### src/rtl/tpog_pkg.sv
`default_nettype none

package tpog_pkg;

  localparam int IN_W       = 31;
  localparam int CFG_W      = 9;
  localparam int CFG_IDX_W  = 2;
  localparam int DEPTH_W    = 4;
  localparam int CHAR_W     = 7;
  localparam int IDX_OFS_W  = 19;
  localparam int SIZE_OFS_W = 20;
  localparam int REM_W      = 8;
  localparam int N_W        = 16;
  localparam int WH_W       = 17;
  localparam int DIG_W      = 6;
  localparam int PAIR_W     = 4;
  localparam int S_TDATA_W  = 64;
  localparam int M_TDATA_W  = 48;

  localparam int MAX_PATH_LEN_DEF = 31;
  localparam int COORD_BITS_DEF   = 31;

  localparam logic [CFG_W-1:0]   DIV_MAX     = 9'd256;
  localparam logic [CFG_W-1:0]   WIDE_RESET  = 9'd16;
  localparam logic [CFG_W-1:0]   HIGH_RESET  = 9'd16;
  localparam logic [DEPTH_W-1:0] DEPTH_RESET = 4'd2;
  localparam logic [DEPTH_W-1:0] DEPTH_MAX   = 4'd8;
  localparam logic [DIG_W-1:0]   RADIX       = 6'd36;
  localparam logic [DIG_W-1:0]   HALF_RADIX  = 6'd18;
  localparam int                 TABLE_BASE  = 1024;

  localparam logic [CHAR_W-1:0] CH_SLASH = 7'h2F;
  localparam logic [CHAR_W-1:0] CH_DOT   = 7'h2E;
  localparam logic [CHAR_W-1:0] CH_T     = 7'h74;
  localparam logic [CHAR_W-1:0] CH_I     = 7'h69;
  localparam logic [CHAR_W-1:0] CH_F     = 7'h66;
  localparam logic [CHAR_W-1:0] CH_ZERO  = 7'h30;
  localparam logic [CHAR_W-1:0] CH_ALPHA = 7'h37;

  typedef enum logic [CFG_IDX_W-1:0] {
    CFG_WIDE  = 2'd0,
    CFG_HIGH  = 2'd1,
    CFG_DEPTH = 2'd2
  } cfg_idx_e;

  typedef enum logic [2:0] {
    S_IDLE,
    S_DIV,
    S_CALC,
    S_OFS,
    S_EMIT
  } top_state_e;

  typedef enum logic [2:0] {
    PH_LEAD,
    PH_SLASH,
    PH_XDIG,
    PH_YDIG,
    PH_DOT,
    PH_T,
    PH_I,
    PH_F
  } emit_phase_e;

  typedef struct packed {
    logic                start;
    logic [PAIR_W-1:0]   pairs;
    logic [DEPTH_W-1:0]  depth;
  } emit_ctrl_t;

  function automatic int b36_digits(input int bits);
    longint lim;
    longint p;
    int     n;
    lim = longint'(1) << bits;
    p   = 36;
    n   = 1;
    while (p < lim) begin
      p = p * 36;
      n++;
    end
    return n;
  endfunction

  function automatic logic [CHAR_W-1:0] digit_char(input logic [DIG_W-1:0] v);
    if (v < 6'd10) begin
      return CHAR_W'(v) + CH_ZERO;
    end
    return CHAR_W'(v) + CH_ALPHA;
  endfunction

endpackage

`default_nettype wire

### src/rtl/tile_path_and_offset_gen.sv
// Channel   Direction  Handshake                    Payload
// s_axis    in         s_axis_tvalid/s_axis_tready  tile_col, tile_row
// m_axis    out        m_axis_tvalid/m_axis_tready  path_char, index_offset, size_offset; tlast
// cfg       in         cfg_we_i                     cfg_idx_i selects, cfg_data_i
//
// After a tile is taken, the two bit-serial dividers run over its CW coordinate bits,
// where CW is COORD_BITS capped at 31; then S_CALC and S_OFS come before the first character.
// While m_axis_tready is high, one character per cycle follows, 7 to MAX_PATH_LEN characters.
// Reset loads the registers with 16, 16 and 2 and clears the control state and remainders.
// A stalled output holds its character; input is taken only when idle.
`default_nettype none

module tile_path_and_offset_gen import tpog_pkg::*; #(
  parameter int MAX_PATH_LEN = MAX_PATH_LEN_DEF,
  parameter int COORD_BITS   = COORD_BITS_DEF
) (
  input  wire logic                  clk_i,
  input  wire logic                  rst_ni,
  input  wire logic                  s_axis_tvalid,
  output logic                       s_axis_tready,
  // tile_col [30:0], tile_row [61:31], zero [63:62]
  input  wire logic [S_TDATA_W-1:0]  s_axis_tdata,
  output logic                       m_axis_tvalid,
  input  wire logic                  m_axis_tready,
  // path_char [6:0], index_offset [25:7], size_offset [45:26], zero [47:46]
  output logic [M_TDATA_W-1:0]       m_axis_tdata,
  output logic                       m_axis_tlast,
  input  wire logic                  cfg_we_i,
  input  wire logic [CFG_IDX_W-1:0]  cfg_idx_i,
  input  wire logic [CFG_W-1:0]      cfg_data_i
);

  localparam int CW    = (COORD_BITS < IN_W) ? COORD_BITS : IN_W;
  localparam int ND    = b36_digits(CW);
  localparam int CNT_W = $clog2(CW);

  top_state_e state_q, state_d;

  logic [CFG_W-1:0]   wide_q, high_q;
  logic [DEPTH_W-1:0] depth_q;
  logic [CFG_W-1:0]   w_clamp, h_clamp;
  logic [DEPTH_W-1:0] d_clamp;

  logic [CNT_W-1:0]   cnt_q, cnt_d;
  logic               load, step, calc, ofs;
  logic               done;

  logic               xq, yq;
  logic [REM_W-1:0]   xrem, yrem;
  logic [ND-1:0][DIG_W-1:0] x_dig, y_dig;

  logic [N_W-1:0]        n_q;
  logic [WH_W-1:0]       wh_q;
  logic [PAIR_W-1:0]     pairs_q;
  logic [IDX_OFS_W-1:0]  idx_q;
  logic [SIZE_OFS_W-1:0] sz_q;
  logic [WH_W-1:0]       n_sum;
  logic [PAIR_W-1:0]     ndig;
  logic [PAIR_W-1:0]     pairs_d;
  emit_ctrl_t            ectrl;

  always_ff @(posedge clk_i or negedge rst_ni) begin
    if (!rst_ni) begin
      wide_q  <= WIDE_RESET;
      high_q  <= HIGH_RESET;
      depth_q <= DEPTH_RESET;
    end else if (cfg_we_i) begin
      case (cfg_idx_e'(cfg_idx_i))
        CFG_WIDE:  wide_q  <= cfg_data_i;
        CFG_HIGH:  high_q  <= cfg_data_i;
        CFG_DEPTH: depth_q <= cfg_data_i[DEPTH_W-1:0];
        default:   ;
      endcase
    end
  end

  always_comb begin
    w_clamp = (wide_q == '0) ? CFG_W'(1) : ((wide_q > DIV_MAX) ? DIV_MAX : wide_q);
    h_clamp = (high_q == '0) ? CFG_W'(1) : ((high_q > DIV_MAX) ? DIV_MAX : high_q);
    d_clamp = (depth_q > DEPTH_MAX) ? DEPTH_MAX : depth_q;
  end

  always_ff @(posedge clk_i or negedge rst_ni) begin
    if (!rst_ni) begin
      state_q <= S_IDLE;
      cnt_q   <= '0;
    end else begin
      state_q <= state_d;
      cnt_q   <= cnt_d;
    end
  end

  always_comb begin
    state_d       = state_q;
    cnt_d         = cnt_q;
    s_axis_tready = 1'b0;
    load          = 1'b0;
    step          = 1'b0;
    calc          = 1'b0;
    ofs           = 1'b0;
    case (state_q)
      S_IDLE: begin
        s_axis_tready = 1'b1;
        if (s_axis_tvalid) begin
          load    = 1'b1;
          cnt_d   = '0;
          state_d = S_DIV;
        end
      end
      S_DIV: begin
        step  = 1'b1;
        cnt_d = cnt_q + 1'b1;
        if (cnt_q == CNT_W'(CW - 1)) begin
          state_d = S_CALC;
        end
      end
      S_CALC: begin
        calc    = 1'b1;
        state_d = S_OFS;
      end
      S_OFS: begin
        ofs     = 1'b1;
        state_d = S_EMIT;
      end
      S_EMIT: begin
        if (done) begin
          state_d = S_IDLE;
        end
      end
      default: state_d = S_IDLE;
    endcase
  end

  tpog_div #(.CW(CW)) u_div_x (
    .clk_i      (clk_i),
    .rst_ni     (rst_ni),
    .load_i     (load),
    .step_i     (step),
    .dividend_i (s_axis_tdata[CW-1:0]),
    .divisor_i  (w_clamp),
    .qbit_o     (xq),
    .rem_o      (xrem)
  );

  tpog_div #(.CW(CW)) u_div_y (
    .clk_i      (clk_i),
    .rst_ni     (rst_ni),
    .load_i     (load),
    .step_i     (step),
    .dividend_i (s_axis_tdata[IN_W+CW-1:IN_W]),
    .divisor_i  (h_clamp),
    .qbit_o     (yq),
    .rem_o      (yrem)
  );

  tpog_b36 #(.ND(ND)) u_b36_x (
    .clk_i   (clk_i),
    .clr_i   (load),
    .shift_i (step),
    .bit_i   (xq),
    .dig_o   (x_dig)
  );

  tpog_b36 #(.ND(ND)) u_b36_y (
    .clk_i   (clk_i),
    .clr_i   (load),
    .shift_i (step),
    .bit_i   (yq),
    .dig_o   (y_dig)
  );

  always_comb begin
    ndig = PAIR_W'(1);
    for (int i = 0; i < ND; i++) begin
      if ((x_dig[i] != '0) || (y_dig[i] != '0)) begin
        ndig = PAIR_W'(i + 1);
      end
    end
    pairs_d = ((d_clamp + 1'b1) > ndig) ? (d_clamp + 1'b1) : ndig;
    n_sum   = WH_W'(yrem) * WH_W'(w_clamp) + WH_W'(xrem);
  end

  always_ff @(posedge clk_i) begin
    if (calc) begin
      n_q     <= n_sum[N_W-1:0];
      wh_q    <= WH_W'(WH_W'(w_clamp) * WH_W'(h_clamp));
      pairs_q <= pairs_d;
    end
    if (ofs) begin
      idx_q <= IDX_OFS_W'(TABLE_BASE) + {1'b0, n_q, 2'b00};
      sz_q  <= SIZE_OFS_W'(TABLE_BASE) + {2'b00, n_q, 2'b00} + {1'b0, wh_q, 2'b00};
    end
  end

  always_comb begin
    ectrl.start = ofs;
    ectrl.pairs = pairs_q;
    ectrl.depth = d_clamp;
  end

  tpog_emit #(.MAX_PATH_LEN(MAX_PATH_LEN), .ND(ND)) u_emit (
    .clk_i         (clk_i),
    .rst_ni        (rst_ni),
    .ctrl_i        (ectrl),
    .x_dig_i       (x_dig),
    .y_dig_i       (y_dig),
    .idx_ofs_i     (idx_q),
    .size_ofs_i    (sz_q),
    .m_axis_tvalid (m_axis_tvalid),
    .m_axis_tready (m_axis_tready),
    .m_axis_tdata  (m_axis_tdata),
    .m_axis_tlast  (m_axis_tlast),
    .done_o        (done)
  );

endmodule

`default_nettype wire

### src/rtl/tpog_div.sv
`default_nettype none

// Restoring divider lane: one quotient bit per step, most significant first.
module tpog_div import tpog_pkg::*; #(
  parameter int CW = COORD_BITS_DEF
) (
  input  wire logic             clk_i,
  input  wire logic             rst_ni,
  input  wire logic             load_i,
  input  wire logic             step_i,
  input  wire logic [CW-1:0]    dividend_i,
  input  wire logic [CFG_W-1:0] divisor_i,
  output logic                  qbit_o,
  output logic [REM_W-1:0]      rem_o
);

  logic [CW-1:0]    num_q, num_d;
  logic [REM_W-1:0] rem_q, rem_d;
  logic [CFG_W-1:0] trial;
  logic [CFG_W-1:0] diff;

  always_comb begin
    trial  = {rem_q, num_q[CW-1]};
    diff   = trial - divisor_i;
    qbit_o = (trial >= divisor_i);
    num_d  = num_q;
    rem_d  = rem_q;
    if (load_i) begin
      num_d = dividend_i;
      rem_d = '0;
    end else if (step_i) begin
      num_d = {num_q[CW-2:0], 1'b0};
      rem_d = qbit_o ? diff[REM_W-1:0] : trial[REM_W-1:0];
    end
  end

  always_ff @(posedge clk_i or negedge rst_ni) begin
    if (!rst_ni) begin
      rem_q <= '0;
    end else begin
      rem_q <= rem_d;
    end
  end

  always_ff @(posedge clk_i) begin
    num_q <= num_d;
  end

  assign rem_o = rem_q;

endmodule

`default_nettype wire

### src/rtl/tpog_b36.sv
`default_nettype none

// Base-36 accumulator: shifts in one binary bit per step, most significant first.
module tpog_b36 import tpog_pkg::*; #(
  parameter int ND = 6
) (
  input  wire logic                       clk_i,
  input  wire logic                       clr_i,
  input  wire logic                       shift_i,
  input  wire logic                       bit_i,
  output logic [ND-1:0][DIG_W-1:0]        dig_o
);

  logic [ND-1:0][DIG_W-1:0] dig_q, dig_d;
  logic [ND:0]              carry;
  logic [DIG_W:0]           dbl;

  always_comb begin
    dig_d    = dig_q;
    carry[0] = bit_i;
    dbl      = '0;
    for (int i = 0; i < ND; i++) begin
      carry[i+1] = (dig_q[i] >= HALF_RADIX);
      dbl        = {dig_q[i], carry[i]};
      if (clr_i) begin
        dig_d[i] = '0;
      end else if (shift_i) begin
        dig_d[i] = carry[i+1] ? DIG_W'(dbl - {1'b0, RADIX}) : dbl[DIG_W-1:0];
      end
    end
  end

  always_ff @(posedge clk_i) begin
    dig_q <= dig_d;
  end

  assign dig_o = dig_q;

endmodule

`default_nettype wire

### src/rtl/tpog_emit.sv
`default_nettype none

module tpog_emit import tpog_pkg::*; #(
  parameter int MAX_PATH_LEN = MAX_PATH_LEN_DEF,
  parameter int ND           = 6
) (
  input  wire logic                       clk_i,
  input  wire logic                       rst_ni,
  input  wire emit_ctrl_t                 ctrl_i,
  input  wire logic [ND-1:0][DIG_W-1:0]   x_dig_i,
  input  wire logic [ND-1:0][DIG_W-1:0]   y_dig_i,
  input  wire logic [IDX_OFS_W-1:0]       idx_ofs_i,
  input  wire logic [SIZE_OFS_W-1:0]      size_ofs_i,
  output logic                            m_axis_tvalid,
  input  wire logic                       m_axis_tready,
  // path_char [6:0], index_offset [25:7], size_offset [45:26], zero [47:46]
  output logic [M_TDATA_W-1:0]            m_axis_tdata,
  output logic                            m_axis_tlast,
  output logic                            done_o
);

  localparam int CNT_W = $clog2(MAX_PATH_LEN);
  localparam int IW    = (ND > 1) ? $clog2(ND) : 1;

  emit_phase_e       phase_q, phase_d;
  logic              valid_q, valid_d;
  logic [PAIR_W-1:0] pi_q, pi_d;
  logic [PAIR_W-1:0] pi_dec;
  logic [CNT_W-1:0]  cnt_q, cnt_d;
  logic              xfer;
  logic              last;
  logic [DIG_W-1:0]  x_sel, y_sel;
  logic [CHAR_W-1:0] ch;

  always_ff @(posedge clk_i or negedge rst_ni) begin
    if (!rst_ni) begin
      phase_q <= PH_LEAD;
      valid_q <= 1'b0;
      pi_q    <= '0;
      cnt_q   <= '0;
    end else begin
      phase_q <= phase_d;
      valid_q <= valid_d;
      pi_q    <= pi_d;
      cnt_q   <= cnt_d;
    end
  end

  always_comb begin
    xfer    = valid_q && m_axis_tready;
    last    = (phase_q == PH_F) || (cnt_q == CNT_W'(MAX_PATH_LEN - 1));
    pi_dec  = pi_q - 1'b1;
    phase_d = phase_q;
    valid_d = valid_q;
    pi_d    = pi_q;
    cnt_d   = cnt_q;
    if (ctrl_i.start) begin
      valid_d = 1'b1;
      phase_d = PH_LEAD;
      pi_d    = ctrl_i.pairs - 1'b1;
      cnt_d   = '0;
    end else if (xfer) begin
      cnt_d = cnt_q + 1'b1;
      if (last) begin
        valid_d = 1'b0;
      end
      case (phase_q)
        PH_LEAD:  phase_d = PH_XDIG;
        PH_SLASH: phase_d = PH_XDIG;
        PH_XDIG:  phase_d = PH_YDIG;
        PH_YDIG: begin
          if (pi_q == '0) begin
            phase_d = PH_DOT;
          end else begin
            pi_d    = pi_dec;
            phase_d = (pi_dec < ctrl_i.depth) ? PH_SLASH : PH_XDIG;
          end
        end
        PH_DOT:   phase_d = PH_T;
        PH_T:     phase_d = PH_I;
        PH_I:     phase_d = PH_F;
        PH_F:     phase_d = PH_F;
        default:  phase_d = PH_LEAD;
      endcase
    end
  end

  always_comb begin
    x_sel = '0;
    y_sel = '0;
    if (pi_q < PAIR_W'(ND)) begin
      x_sel = x_dig_i[pi_q[IW-1:0]];
      y_sel = y_dig_i[pi_q[IW-1:0]];
    end
    case (phase_q)
      PH_LEAD:  ch = CH_SLASH;
      PH_SLASH: ch = CH_SLASH;
      PH_XDIG:  ch = digit_char(x_sel);
      PH_YDIG:  ch = digit_char(y_sel);
      PH_DOT:   ch = CH_DOT;
      PH_T:     ch = CH_T;
      PH_I:     ch = CH_I;
      PH_F:     ch = CH_F;
      default:  ch = CH_SLASH;
    endcase
  end

  assign m_axis_tvalid = valid_q;
  assign m_axis_tlast  = last;
  assign m_axis_tdata  = {(M_TDATA_W - SIZE_OFS_W - IDX_OFS_W - CHAR_W)'(0),
                          size_ofs_i, idx_ofs_i, ch};
  assign done_o        = xfer && last;

endmodule

`default_nettype wire

### config.mk
export PLATFORM = sky130hd
export DESIGN_NAME = tile_path_and_offset_gen
export DESIGN_NICKNAME = d
export VERILOG_FILES = /design/src/rtl/tpog_pkg.sv /design/src/rtl/tile_path_and_offset_gen.sv /design/src/rtl/tpog_div.sv /design/src/rtl/tpog_b36.sv /design/src/rtl/tpog_emit.sv
export SDC_FILE = /design/constraint.sdc
export NUM_CORES = 1
export LEC_CHECK = 0
export BUFFER_PORTS_ARGS = -buffer_cell sky130_fd_sc_hd__buf_2
export CORE_MARGIN = 1.5
export CORE_UTILIZATION = 50
export DETAILED_ROUTE_END_ITERATION = 10
export GPL_TIMING_DRIVEN = 0
export PLACE_DENSITY = 0.75
export SLEW_MARGIN = 10
export SYNTH_ARGS = -nofsm -noshare
export SYNTH_HDL_FRONTEND = slang
export SYNTH_SLANG_ARGS = --single-unit
### constraint.sdc
create_clock -name clk_i -period 8.15 [get_ports clk_i]
set_clock_uncertainty 0.15 [all_clocks]
set_input_delay 1.2225 -clock clk_i [delete_from_list [all_inputs] [get_ports clk_i]]
set_output_delay 1.2225 -clock clk_i [all_outputs]
set_load 0.005 [all_outputs]
# Word-level counts from Yosys, hierarchy flattened
# Cells that the tools add are included.
# word_totals
ff_bits	269
in_bits	80
wordCells	213
# classes
addsub	27
n_mul	2
magnitude_cmp	23
eq_ne	19
n_mux	74
n_reduce_logical	38
# op_table
cell	count
$mux W31	4
$mux W6	16
$ge A6 B5 Y1 const B	12
$sub A6 B6 Y6 const B	12
$reduce_bool A6 Y1	10
$pmux W7 S7	1
$mux W8	6
$mux W4	10
$add A11 B18 Y19 const A	2
$bmux W6 S3	2
$mux W9	4
$add A6 B6 Y7 const B	4
$mux W7	4
$add A19 B19 Y20	1
$ge A9 B9 Y1	2
$gt A9 B9 Y1 const B	2
$logic_not A9 Y1	2
$mux W3	6
$pmux W3 S6	1
$mul A9 B9 Y17	1
$add A16 B8 Y16	1
$mul A8 B9 Y16	1
$sub A8 B8 Y8	2
$eq A3 B3 Y1 const B	5
other kinds (29)	72

# Longest topological paths before layout
# Gate-level depths: netlist of run 1.
# depth
ltp_word	9
mapped_depth	24
mapped_depth_nobuf	22

# By module
# Synthesis of run 1 repeated with hierarchy kept, for this count alone.
# unflattened
hier_cells	2100
hier_area_um2	20513.4
# by_module_without_submodules
mod	n_inst	cells_per_inst	area_per_inst_um2	seq_area_each_um2
tile_path_and_offset_gen	1	963	9828.2	2916.5
tpog_b36	2	239	1974.4	720.7
tpog_emit	1	310	2376.0	325.3
tpog_div (u_div_x)	1	175	2202.1	1131.1
tpog_div (u_div_y)	1	174	2158.3	1131.1

# Least setup slack after synthesis of run 1
# No wires, ideal clock.
# synth_timing
kind	register to register
start	reg wide_q[6]
end	reg wh_q[16], data pin
setup_time_ns	0.260
arrival_time_ns	4.954
required_ns	7.740
setup_slack_ns	2.786
stages_incl_launch_ff	22
period_less_slack_ns	5.364
path_cell_list	dfrtp_1 nor4_1 a21oi_1 or2_2 clkbuf_1 inv_1 clkbuf_1 nand2_1 fa_1 inv_1 fa_1 fa_1 inv_1 fa_1 inv_1 ha_1 or2_2 a21oi_1 a21oi_1 a211oi_1 a21oi_1 xnor2_1
# synth_via
elab_chain_cells	4
# synth_lines
item	line_no	source
from (decl)	tile_path_and_offset_gen.sv:39	logic [CFG_W-1:0] wide_q, high_q;
from (signal assigned)	tile_path_and_offset_gen.sv:69	CFG_WIDE: wide_q <= cfg_data_i;
$gt A9 B9 Y1	tile_path_and_offset_gen.sv:78	w_clamp = (wide_q == '0) ? CFG_W'(1) : ((wide_q > DIV_MAX) ? DIV_MAX : wide_q);
$mux W9	tile_path_and_offset_gen.sv:78	
$mux W9 (*)	tile_path_and_offset_gen.sv:78	
$mul A9 B9 Y17 (*)	tile_path_and_offset_gen.sv:186	wh_q <= WH_W'(WH_W'(w_clamp) * WH_W'(h_clamp));
to (signal assigned)	tile_path_and_offset_gen.sv:186	
to (decl)	tile_path_and_offset_gen.sv:53	logic [WH_W-1:0] wh_q;
# Mark *: on every way between the ends. The rest lies on a longest branch, timed or not.
# A chain may end at the register's enable or synchronous reset.

# Worst setup path in the final report of run 1
# layout_timing
start	reg wide_q[5]
end	reg n_q[15], data pin
# layout_via
elab_chain_cells	5
# layout_lines
item	line_no	source
$gt A9 B9 Y1	tile_path_and_offset_gen.sv:78	
$mux W9	tile_path_and_offset_gen.sv:78	
$mux W9 (*)	tile_path_and_offset_gen.sv:78	
$mul A8 B9 Y16 (*)	tile_path_and_offset_gen.sv:180	n_sum = WH_W'(yrem) * WH_W'(w_clamp) + WH_W'(xrem);
$add A16 B8 Y16 (*)	tile_path_and_offset_gen.sv:180	
via n_sum[15]	tile_path_and_offset_gen.sv:57	logic [WH_W-1:0] n_sum;
to (signal assigned)	tile_path_and_offset_gen.sv:185	n_q <= n_sum[N_W-1:0];
to (decl)	tile_path_and_offset_gen.sv:52	logic [N_W-1:0] n_q;
# The timed path passes the listed nets; every way through them passes the cells marked *.

==> impl_metrics.toml, run 1 <==
[status]
status = "finished clean"

[sta]
worst_pin_slew_ns = 0.784
final-setup-viol-count = 0
period_minus_slack_ns = 6.18
rsz0062_at_grt = "no"
slew_viol_final = 0
relSlewSlack_pct = 47.8
finalHoldViolations = 0
period_share_pct = 75.8
fin_setup_tns_ns = 0
fin_ws_ns = 1.97
max_freq_mhz = 162

[finish]
layout-drive-gt1-share_pct = 10.7
diodes = 0
layout_common_cells = "nand2_1, inv_1, nor2_1"
area_growth_syn_to_layout_pct = 12.1
fin_nets = 2591
final_common_cell = "nand2_1"

[routing]
vias = 15300
drc = 0
drtAntennaViolNets = 0
post_drt_wl_per_cell_um = 17.0
avgViaCountPerCell = 5.49
drtIter0Drc = 1135
dr.pass1.iters = 5
finalWirelength_um = 47600

[logic_synthesis]
async_flop_share_pct = 22.3
ys_ff_latch = 265
avgSynthCellArea_um2 = 9.14
synthCells = 2094
ys_types = 74
synth_top_area_cell = "edfxtp_1"
synth.top_cell.area_share_pct = 21.0
ys_warn_count = 0
synth_ff_type = "edfxtp_1"
syn_area_mm2 = 0.0191
synth-edff-count = 134
ys_seq_area_share_pct = 36.3
synth_area_leaders = "edfxtp_1, fa_1, ha_1"

[clock_tree]
insertion_delay_ns = 0.60
root_buffer = "clkbuf_16"
cts_tree = "built"
cts_sinks = 265
clkTransAtPathRegs_ns = 0.07
h-tree-depth = 1
post_cts_buffers = 0
cts_max_path_buffers = 3
cts_resized = 0
cts_hold_buf = 0
numCtsBuffers = 30

[pwr]
p_per_area_mw_per_mm2 = 418
finalPower_mw = 8.98
ir_drop_mv = 0.305
leakagePower_nw = 9.78

[setup_path]
critPathLaunchType = "register"
critPathMaxStageDelay_ns = 0.56
path_max_fanout = 10
worst_path_max_delay_cell = "fa_1"
regToRegSetupSlack_ns = 1.97
crit_chain = "nor4_1 -> a21oi_1 -> or2_2 -> clkbuf_1 -> inv_1 -> clkbuf_1 -> nand2_1 -> fa_1 -> inv_1 -> fa_1 -> fa_1 -> inv_1 -> fa_1 -> inv_1 -> ha_1 -> or2_2 -> a21oi_1 -> a21oi_1 -> a211oi_1 -> a21oi_1 -> xnor2_1"
reg2reg_depth = 21
crit_type = "register to register"
worstPathRequired_ns = 8.30
cp-end-kind = "register"
critical_path_arrival_ns = 6.33

[global_route]
antenna_found_initial = 1
first_global_vias = 15200
grt_first_pass_wirelength_um = 77600
grt.overflow.total = 0
track_usage_pct = 24.6
grt_max_degree = 60

[worst_hold_path]
worstHoldPathCells = 0
holdCritPathClass = "register to register"

[place]
dp_hpwl_um = 36700
pre_cts_slack_ns = 2.10
portBuffers = 122
globalplace.congestion = 0.942

[die]
die-area_mm2 = 0.0395
die_w_um = 199
fp.dieH_um = 199
coreArea_mm2 = 0.0377
num_io_pins = 131
fp-row-count = 71
start_util_pct = 50.8

[run]
drv_cap = 0
[routing by layer]
| metal | wire [um] | GRT usage (%) |
|---|---|---|
| met1 | 20500 | 32.6 |
| met2 | 22400 | 41.0 |
| met3 | 3200 | 4.22 |
| met4 | 1420 | 7.63 |
| met5 | 9 | 0 |
[synth_stat cells (10+ instances only)]
cell	count
edfxtp_1	134
nand3_1	86
o21a_1	20
a21o_1	16
o21ai_0	103
ha_1	152
inv_1	237
and2_1	52
mux2_2	34
nor4_1	10
xnor2_1	60
nor2b_1	40
fa_1	101
o31ai_1	17
dfxtp_1	72
nand4_1	12
nor2_1	154
dfrtp_1	56
nand2_1	305
a21oi_1	103
nor3_1	42
nand2b_1	15
xor2_1	32
mux2i_1	22
clkbuf_1	73
[state kept, by name (all words and copies together) (netlist names)]
register / count
cnt_q: 5
depth_q: 4
high_q: 9
idx_q: 17
n_q: 16
pairs_q: 4
state_q: 3
sz_q: 18
u_b36_x.dig_o: 36
u_b36_y.dig_o: 36
u_div_x.num_q: 31
u_div_x.rem_o: 8
u_div_y.num_q: 31
u_div_y.rem_o: 8
u_emit.cnt_q: 5
u_emit.m_axis_tvalid: 1
u_emit.phase_q: 3
u_emit.pi_q: 4
wh_q: 17
wide_q: 9
[kinds of logic after synthesis]
family	after synthesis	share of synthesized area, %
AO/OA/AOI/OAI	332	10.5
XOR/XNOR	92	4.21
adder cells (fa/ha/maj)	253	20.5
buffers and inverters	334	6.83
flip-flops	265	36.3
multiplexers	64	3.76
other	1	0.0196
AND/OR/NAND/NOR	753	17.9
[stage by stage]
step                      hold WS, ns  area [um^2]  util (%)  cells
after global placement          0.300        20400      54.2   2732
final                           0.331        21500      57.0   2793
after detailed placement        0.305        20500      54.4   2737
after CTS                       0.327        21500      57.0   2793
after floorplan                 0.283        19200         -   2099
after global routing            0.356        21500      57.0   2793
[final timing paths]
path | from | end
min in group asynchronous | rst_ni | u_emit.phase_q[1]
hold reg to reg | n_q[0] | idx_q[2]
setup / recovery | wide_q[5] | n_q[15]
setup reg to reg | wide_q[5] | n_q[15]
max in group asynchronous | rst_ni | u_div_x.rem_o[3]
hold / removal | n_q[0] | idx_q[2]
[critical path, delay by kind of cell (launching register included)]
kind / cells / cell delay [ns]
AO/OA/AOI/OAI: 5 / 0.84
buffers and inverters: 6 / 1.02
flip-flops: 1 / 0.41
adder cells (fa/ha/maj): 5 / 2.29
XOR/XNOR: 1 / 0.16
AND/OR/NAND/NOR: 4 / 1.01
[power breakdown]
part / switching, mW / total [mW] / internal [mW]
Clock: 0.570 / 1.33 / 0.759
Combinational: 3.02 / 5.16 / 2.15
Sequential: 0.399 / 2.49 / 2.09
[area by class of cell]
cell class	count	area, um^2
Fill cell	3385	16200
Multi-Input combinational cell	1500	10900
Buffer	93	405
Clock inverter	14	124
Inverter	241	905
Timing Repair Buffer	127	683
Clock buffer	42	847
Sequential cell	265	6950
Tap cell	511	639
Power figures use the tool's default switching activity.
==> run 2, diff against run 1 <==
==> constraint.sdc (replaced) <==
create_clock -name clk_i -period 6 [get_ports clk_i]
set_clock_uncertainty 0.15 [all_clocks]
set_input_delay 0.9 -clock clk_i [delete_from_list [all_inputs] [get_ports clk_i]]
set_output_delay 0.9 -clock clk_i [all_outputs]
set_load 0.005 [all_outputs]
==> impl_metrics.toml, run 2 (synthesized netlist as in run 1, its figures left out) <==
[status]
status = "finished clean"

[global_route]
grt.overflow.total = 0
first_global_vias = 15200
track_usage_pct = 24.6
antenna_found_initial = 1
grt_first_pass_wirelength_um = 77600
grt_max_degree = 60

[routing]
drc = 0
finalWirelength_um = 47700
avgViaCountPerCell = 5.50
post_drt_wl_per_cell_um = 17.1
vias = 15400
dr.pass1.iters = 5
drtIter0Drc = 1073
drtAntennaViolNets = 0

[setup_path]
critPathMaxStageDelay_ns = 0.55
path_max_fanout = 11
cp-end-kind = "register"
crit_chain = "nor4_1 -> a21oi_1 -> or2_2 -> clkbuf_1 -> inv_4 -> nand2_1 -> fa_1 -> inv_1 -> fa_1 -> fa_1 -> inv_1 -> fa_1 -> inv_1 -> ha_1 -> or2_2 -> a21oi_1 -> a21oi_1 -> a211oi_1 -> a21oi_1 -> xnor2_1"
critical_path_arrival_ns = 5.94
worstPathRequired_ns = 6.16
critPathLaunchType = "register"
worst_path_max_delay_cell = "fa_1"
crit_type = "register to register"

[clock_tree]
insertion_delay_ns = 0.60
numCtsBuffers = 30
h-tree-depth = 1
clkTransAtPathRegs_ns = 0.06
cts_max_path_buffers = 3
root_buffer = "clkbuf_16"
cts_sinks = 265
cts_tree = "built"

[run]
drv_cap = 0

[place]
portBuffers = 122
pre_cts_slack_ns = -0.0518
dp_hpwl_um = 36700
dp_cells = 2737
dpl-instance-area_mm2 = 0.0205
globalplace.congestion = 0.942

[finish]
final_common_cell = "nand2_1"
diodes = 0
final_util_pct = 57.1
area_growth_syn_to_layout_pct = 12.3
post-route-cell-area_mm2 = 0.0215
instances_no_fill = 2792
layout_common_cells = "nand2_1, inv_1, nor2_1"
fin_nets = 2590
layout-drive-gt1-share_pct = 11.3

[die]
fp-row-count = 71
fp.dieH_um = 199
num_io_pins = 131
coreArea_mm2 = 0.0377
start_util_pct = 50.8
die_w_um = 199
die-area_mm2 = 0.0395

[sta]
relSlewSlack_pct = 47.9
whs_ns = 0.222
finalHoldViolations = 0
fin_setup_tns_ns = 0
slew_viol_final = 0
period_minus_slack_ns = 5.78
max_freq_mhz = 173
final-setup-viol-count = 0
rsz0062_at_grt = "no"
fin_ws_ns = 0.223
period_share_pct = 96.3
worst_pin_slew_ns = 0.782

[pwr]
leakagePower_nw = 9.81
combPwrFrac_pct = 57.6
swShare_pct = 44.5
p_per_area_mw_per_mm2 = 569
p_int_mw = 6.80
p_seq_share_pct = 27.6
power.switching_mw = 5.45
ir_drop_mv = 0.404
finalPower_mw = 12.2
clockPowerShare_pct = 14.7

[worst_hold_path]
holdCritPathClass = "primary input to async pin"
## run 2: final timing paths
check / from / end / slack (ns) / depth (start not counted)
worst max-delay path: wide_q[1] / wh_q[16] / 0.22 / 20
worst min-delay path: rst_ni / u_emit.phase_q[1] / 0.22 / 1
worst max register to register: wide_q[1] / wh_q[16] / 0.22 / 20
worst min register to register: n_q[0] / idx_q[2] / 0.33 / 0
max in group asynchronous: rst_ni / u_div_x.rem_o[4] / 4.92 / 1
min in group clk_i: n_q[0] / idx_q[2] / 0.33 / 0
## run 2: layer usage
metal / wire, um / vias to the layer above / GRT usage, %
met1: 20800 / 7364 / 32.8
met4: 1400 / 2 / 7.63
met5: 9 / - / 0
li1: - / 7343 / -
met2: 22400 / 548 / 41.0
met3: 3080 / 100 / 3.87
## run 2: critical path, delay by kind of cell, from the launching register on
kind | cells | cell delay [ns]
AO/OA/AOI/OAI | 5 | 0.82
XOR/XNOR | 1 | 0.15
adder cells (fa/ha/maj) | 5 | 2.29
buffers and inverters | 5 | 0.70
flip-flops | 1 | 0.43
AND/OR/NAND/NOR | 4 | 0.96
## run 2: repair_timing
action / 4_1_cts / 5_1_grt
endpoints found under the setup margin: 4 / 6
gates cloned: 0 / 0
resized for setup: 0 / 21
hold buffers: 0 / 0
setup buffers: 0 / 0
## run 2: power by group through the flow
stage,registers [mW],clock network [mW],logic [mW]
3_3_place_gp,3.37,0,6.64
5_1_grt,3.45,1.90,8.01
4_1_cts,3.36,1.83,7.01
6_report,3.38,1.80,7.06
2_1_floorplan,3.20,0,5.35
3_5_place_dp,3.39,0,6.93
## run 2: final cells by class
type	count	area, um^2
sequential	265	6950
fill	3381	16200
buffer	92	409
multi-input combinational	1500	10900
tap	511	639
inverter	241	907
timing repair buffer	127	683
clock inverter	14	124
clock buffer	42	847
==> run 3, diff against run 2 <==
--- a/config.mk
+++ b/config.mk
@@ -14,4 +14,5 @@
 export SLEW_MARGIN = 10
 export SYNTH_ARGS = -nofsm -noshare
 export SYNTH_HDL_FRONTEND = slang
+export SYNTH_HIERARCHICAL = 1
 export SYNTH_SLANG_ARGS = --single-unit
==> impl_metrics.toml, run 3 <==
[global_route]
grt_first_pass_wirelength_um = 80600
track_usage_pct = 23.7
gr-max-usage-layer = "met2"
grt_max_degree = 60
grt.overflow.total = 0
grt_use_met2_pct = 37.5
gr-usage-met1_pct = 32.3
first_global_vias = 15900
globalRouteMet3Util_pct = 4.24
antenna_found_initial = 1

[finish]
layout_common_cells = "inv_1, ha_1, nand2_1, buf_2, edfxtp_1"
final_common_cell = "inv_1"
diodes = 0
layout-drive-gt1-share_pct = 17.7
multiInputGateArea_mm2 = 0.0119
regArea_mm2 = 0.00695
area_growth_syn_to_layout_pct = 12.1
fin_nets = 2598
n_fill_cell = 3465

[worst_hold_path]
holdCritPathClass = "primary input to async pin"

[setup_path]
crit_type = "register to register"
path_max_fanout = 11
critical_path_arrival_ns = 5.90
critPathLaunchType = "register"
worstPathRequired_ns = 6.18
cp-end-kind = "register"

[sta]
slew_viol_final = 0
finalHoldViolations = 0
period_minus_slack_ns = 5.72
period_share_pct = 95.3
fin_setup_tns_ns = 0
final-setup-viol-count = 0
worst_pin_slew_ns = 1.18
relSlewSlack_pct = 21.4
rsz0062_at_grt = "no"
max_freq_mhz = 175

[clock_tree]
insertion_delay_ns = 0.59
numCtsBuffers = 31
cts_max_path_buffers = 3
post_cts_buffers = 0
root_buffer = "clkbuf_16"
cts_sinks = 265
cts_hold_buf = 0
clkTransAtPathRegs_ns = 0.06
h-tree-depth = 1
cts_tree = "built"
cts_resized = 0

[die]
die-area_mm2 = 0.0423
num_io_pins = 131
die_w_um = 206
start_util_pct = 50.5
coreArea_mm2 = 0.0406
fp-row-count = 74
fp.dieH_um = 206

[place]
dp_hpwl_um = 37200
globalplace.congestion = 0.891
portBuffers = 122

[logic_synthesis]
avgSynthCellArea_um2 = 9.77
synth_ff_type = "edfxtp_1"
ys_seq_area_share_pct = 33.9
synth.top_cell.area_share_pct = 19.6
synth_area_leaders = "edfxtp_1, fa_1, ha_1"
ys_types = 94
ys_ff_latch = 265
synth_top_area_cell = "edfxtp_1"
synth.most_common_cell = "inv_1"
async_flop_share_pct = 22.3
syn_area_mm2 = 0.0205
synth-edff-count = 134
synthCells = 2100
ys_top_cells_by_count = "inv_1, ha_1, nand2_1, edfxtp_1, nor2_1"
ys_warn_count = 6

[pwr]
p_per_area_mw_per_mm2 = 506
ir_drop_mv = 0.300
finalPower_mw = 11.6
leakagePower_nw = 10.1

[routing]
drc = 0
avgViaCountPerCell = 5.69
dr.pass1.iters = 5
drtAntennaViolNets = 0
post_drt_wl_per_cell_um = 17.6
drtIter0Drc = 1181
finalWirelength_um = 49600
vias = 16100

[status]
status = "finished clean"

[run]
drv_cap = 0
[run 3: final timing paths]
path,start,end,slack [ns],depth (start not counted)
min in group clk_i,n_q[4],idx_q[6],0.31,0
worst max register to register,wide_q[8],wh_q[13],0.28,18
worst max-delay path,wide_q[8],wh_q[13],0.28,18
worst min register to register,n_q[4],idx_q[6],0.31,0
worst min-delay path,rst_ni,state_q[0],0.24,1
max in group asynchronous,rst_ni,u_div_y/rem_o[7],4.90,1
[run 3: power breakdown]
group	total [mW]	switching (mW)	internal (mW)
clock network	2.03	0.786	1.24
registers	3.28	0.688	2.59
logic	6.32	3.69	2.63
[run 3: through the flow]
stage               hold slack, ns  std cells  util, %  setup WS, ns  cell area (um^2)
detailed placement           0.302       2764     53.8         0.121             21900
floorplan                    0.283       2104        -         0.981             20500
global route                 0.305       2822     56.6        0.0395             23000
finish                       0.245       2822     56.6         0.280             23000
CTS                          0.267       2822     56.5        0.0851             23000
global placement             0.301       2758     53.6         0.205             21800
[run 3: cell type report]
class	instances	share of cell area (%)
clock buffer	41	3.80
tap	532	2.90
buffer	128	3.33
multi-input combinational	1464	51.8
inverter	247	4.03
timing repair buffer	128	2.88
sequential	265	30.2
clock inverter	17	1.02
[run 3: kinds of logic (layout without fill, tap and decap cells)]
family | after synthesis | count (layout) | synth area share [%]
xor gates and xnor gates | 76 | 76 | 3.24
buffers and inverters | 375 | 561 | 8.22
muxes | 135 | 135 | 7.26
DFF | 265 | 265 | 33.9
adders and majority gates | 253 | 253 | 19.1
AOI/OAI and AO/OA | 415 | 415 | 14.0
other | 2 | 6 | 0.0366
and+or+nand+nor | 579 | 579 | 14.2
[run 3: worst max-delay path: stages (launching register included)]
cell,delay (ns)
dfrtp_1,0.42
nor2b_1,0.15
clkbuf_1,0.45
clkbuf_1,0.59
nand2_1,0.16
fa_1,0.52
fa_1,0.54
inv_1,0.05
fa_1,0.52
inv_1,0.05
fa_1,0.52
inv_1,0.04
ha_1,0.36
o21a_1,0.19
o21ai_0,0.16
nand2b_1,0.11
a31o_2,0.24
a21oi_1,0.16
xnor2_1,0.08
[run 3: metal layers]
| layer | wire length [um] | vias to the layer above |
|---|---|---|
| met5 | 10 | - |
| met4 | 1650 | 2 |
| met3 | 3590 | 107 |
| met2 | 22600 | 572 |
| met1 | 21700 | 7773 |
| li1 | - | 7616 |
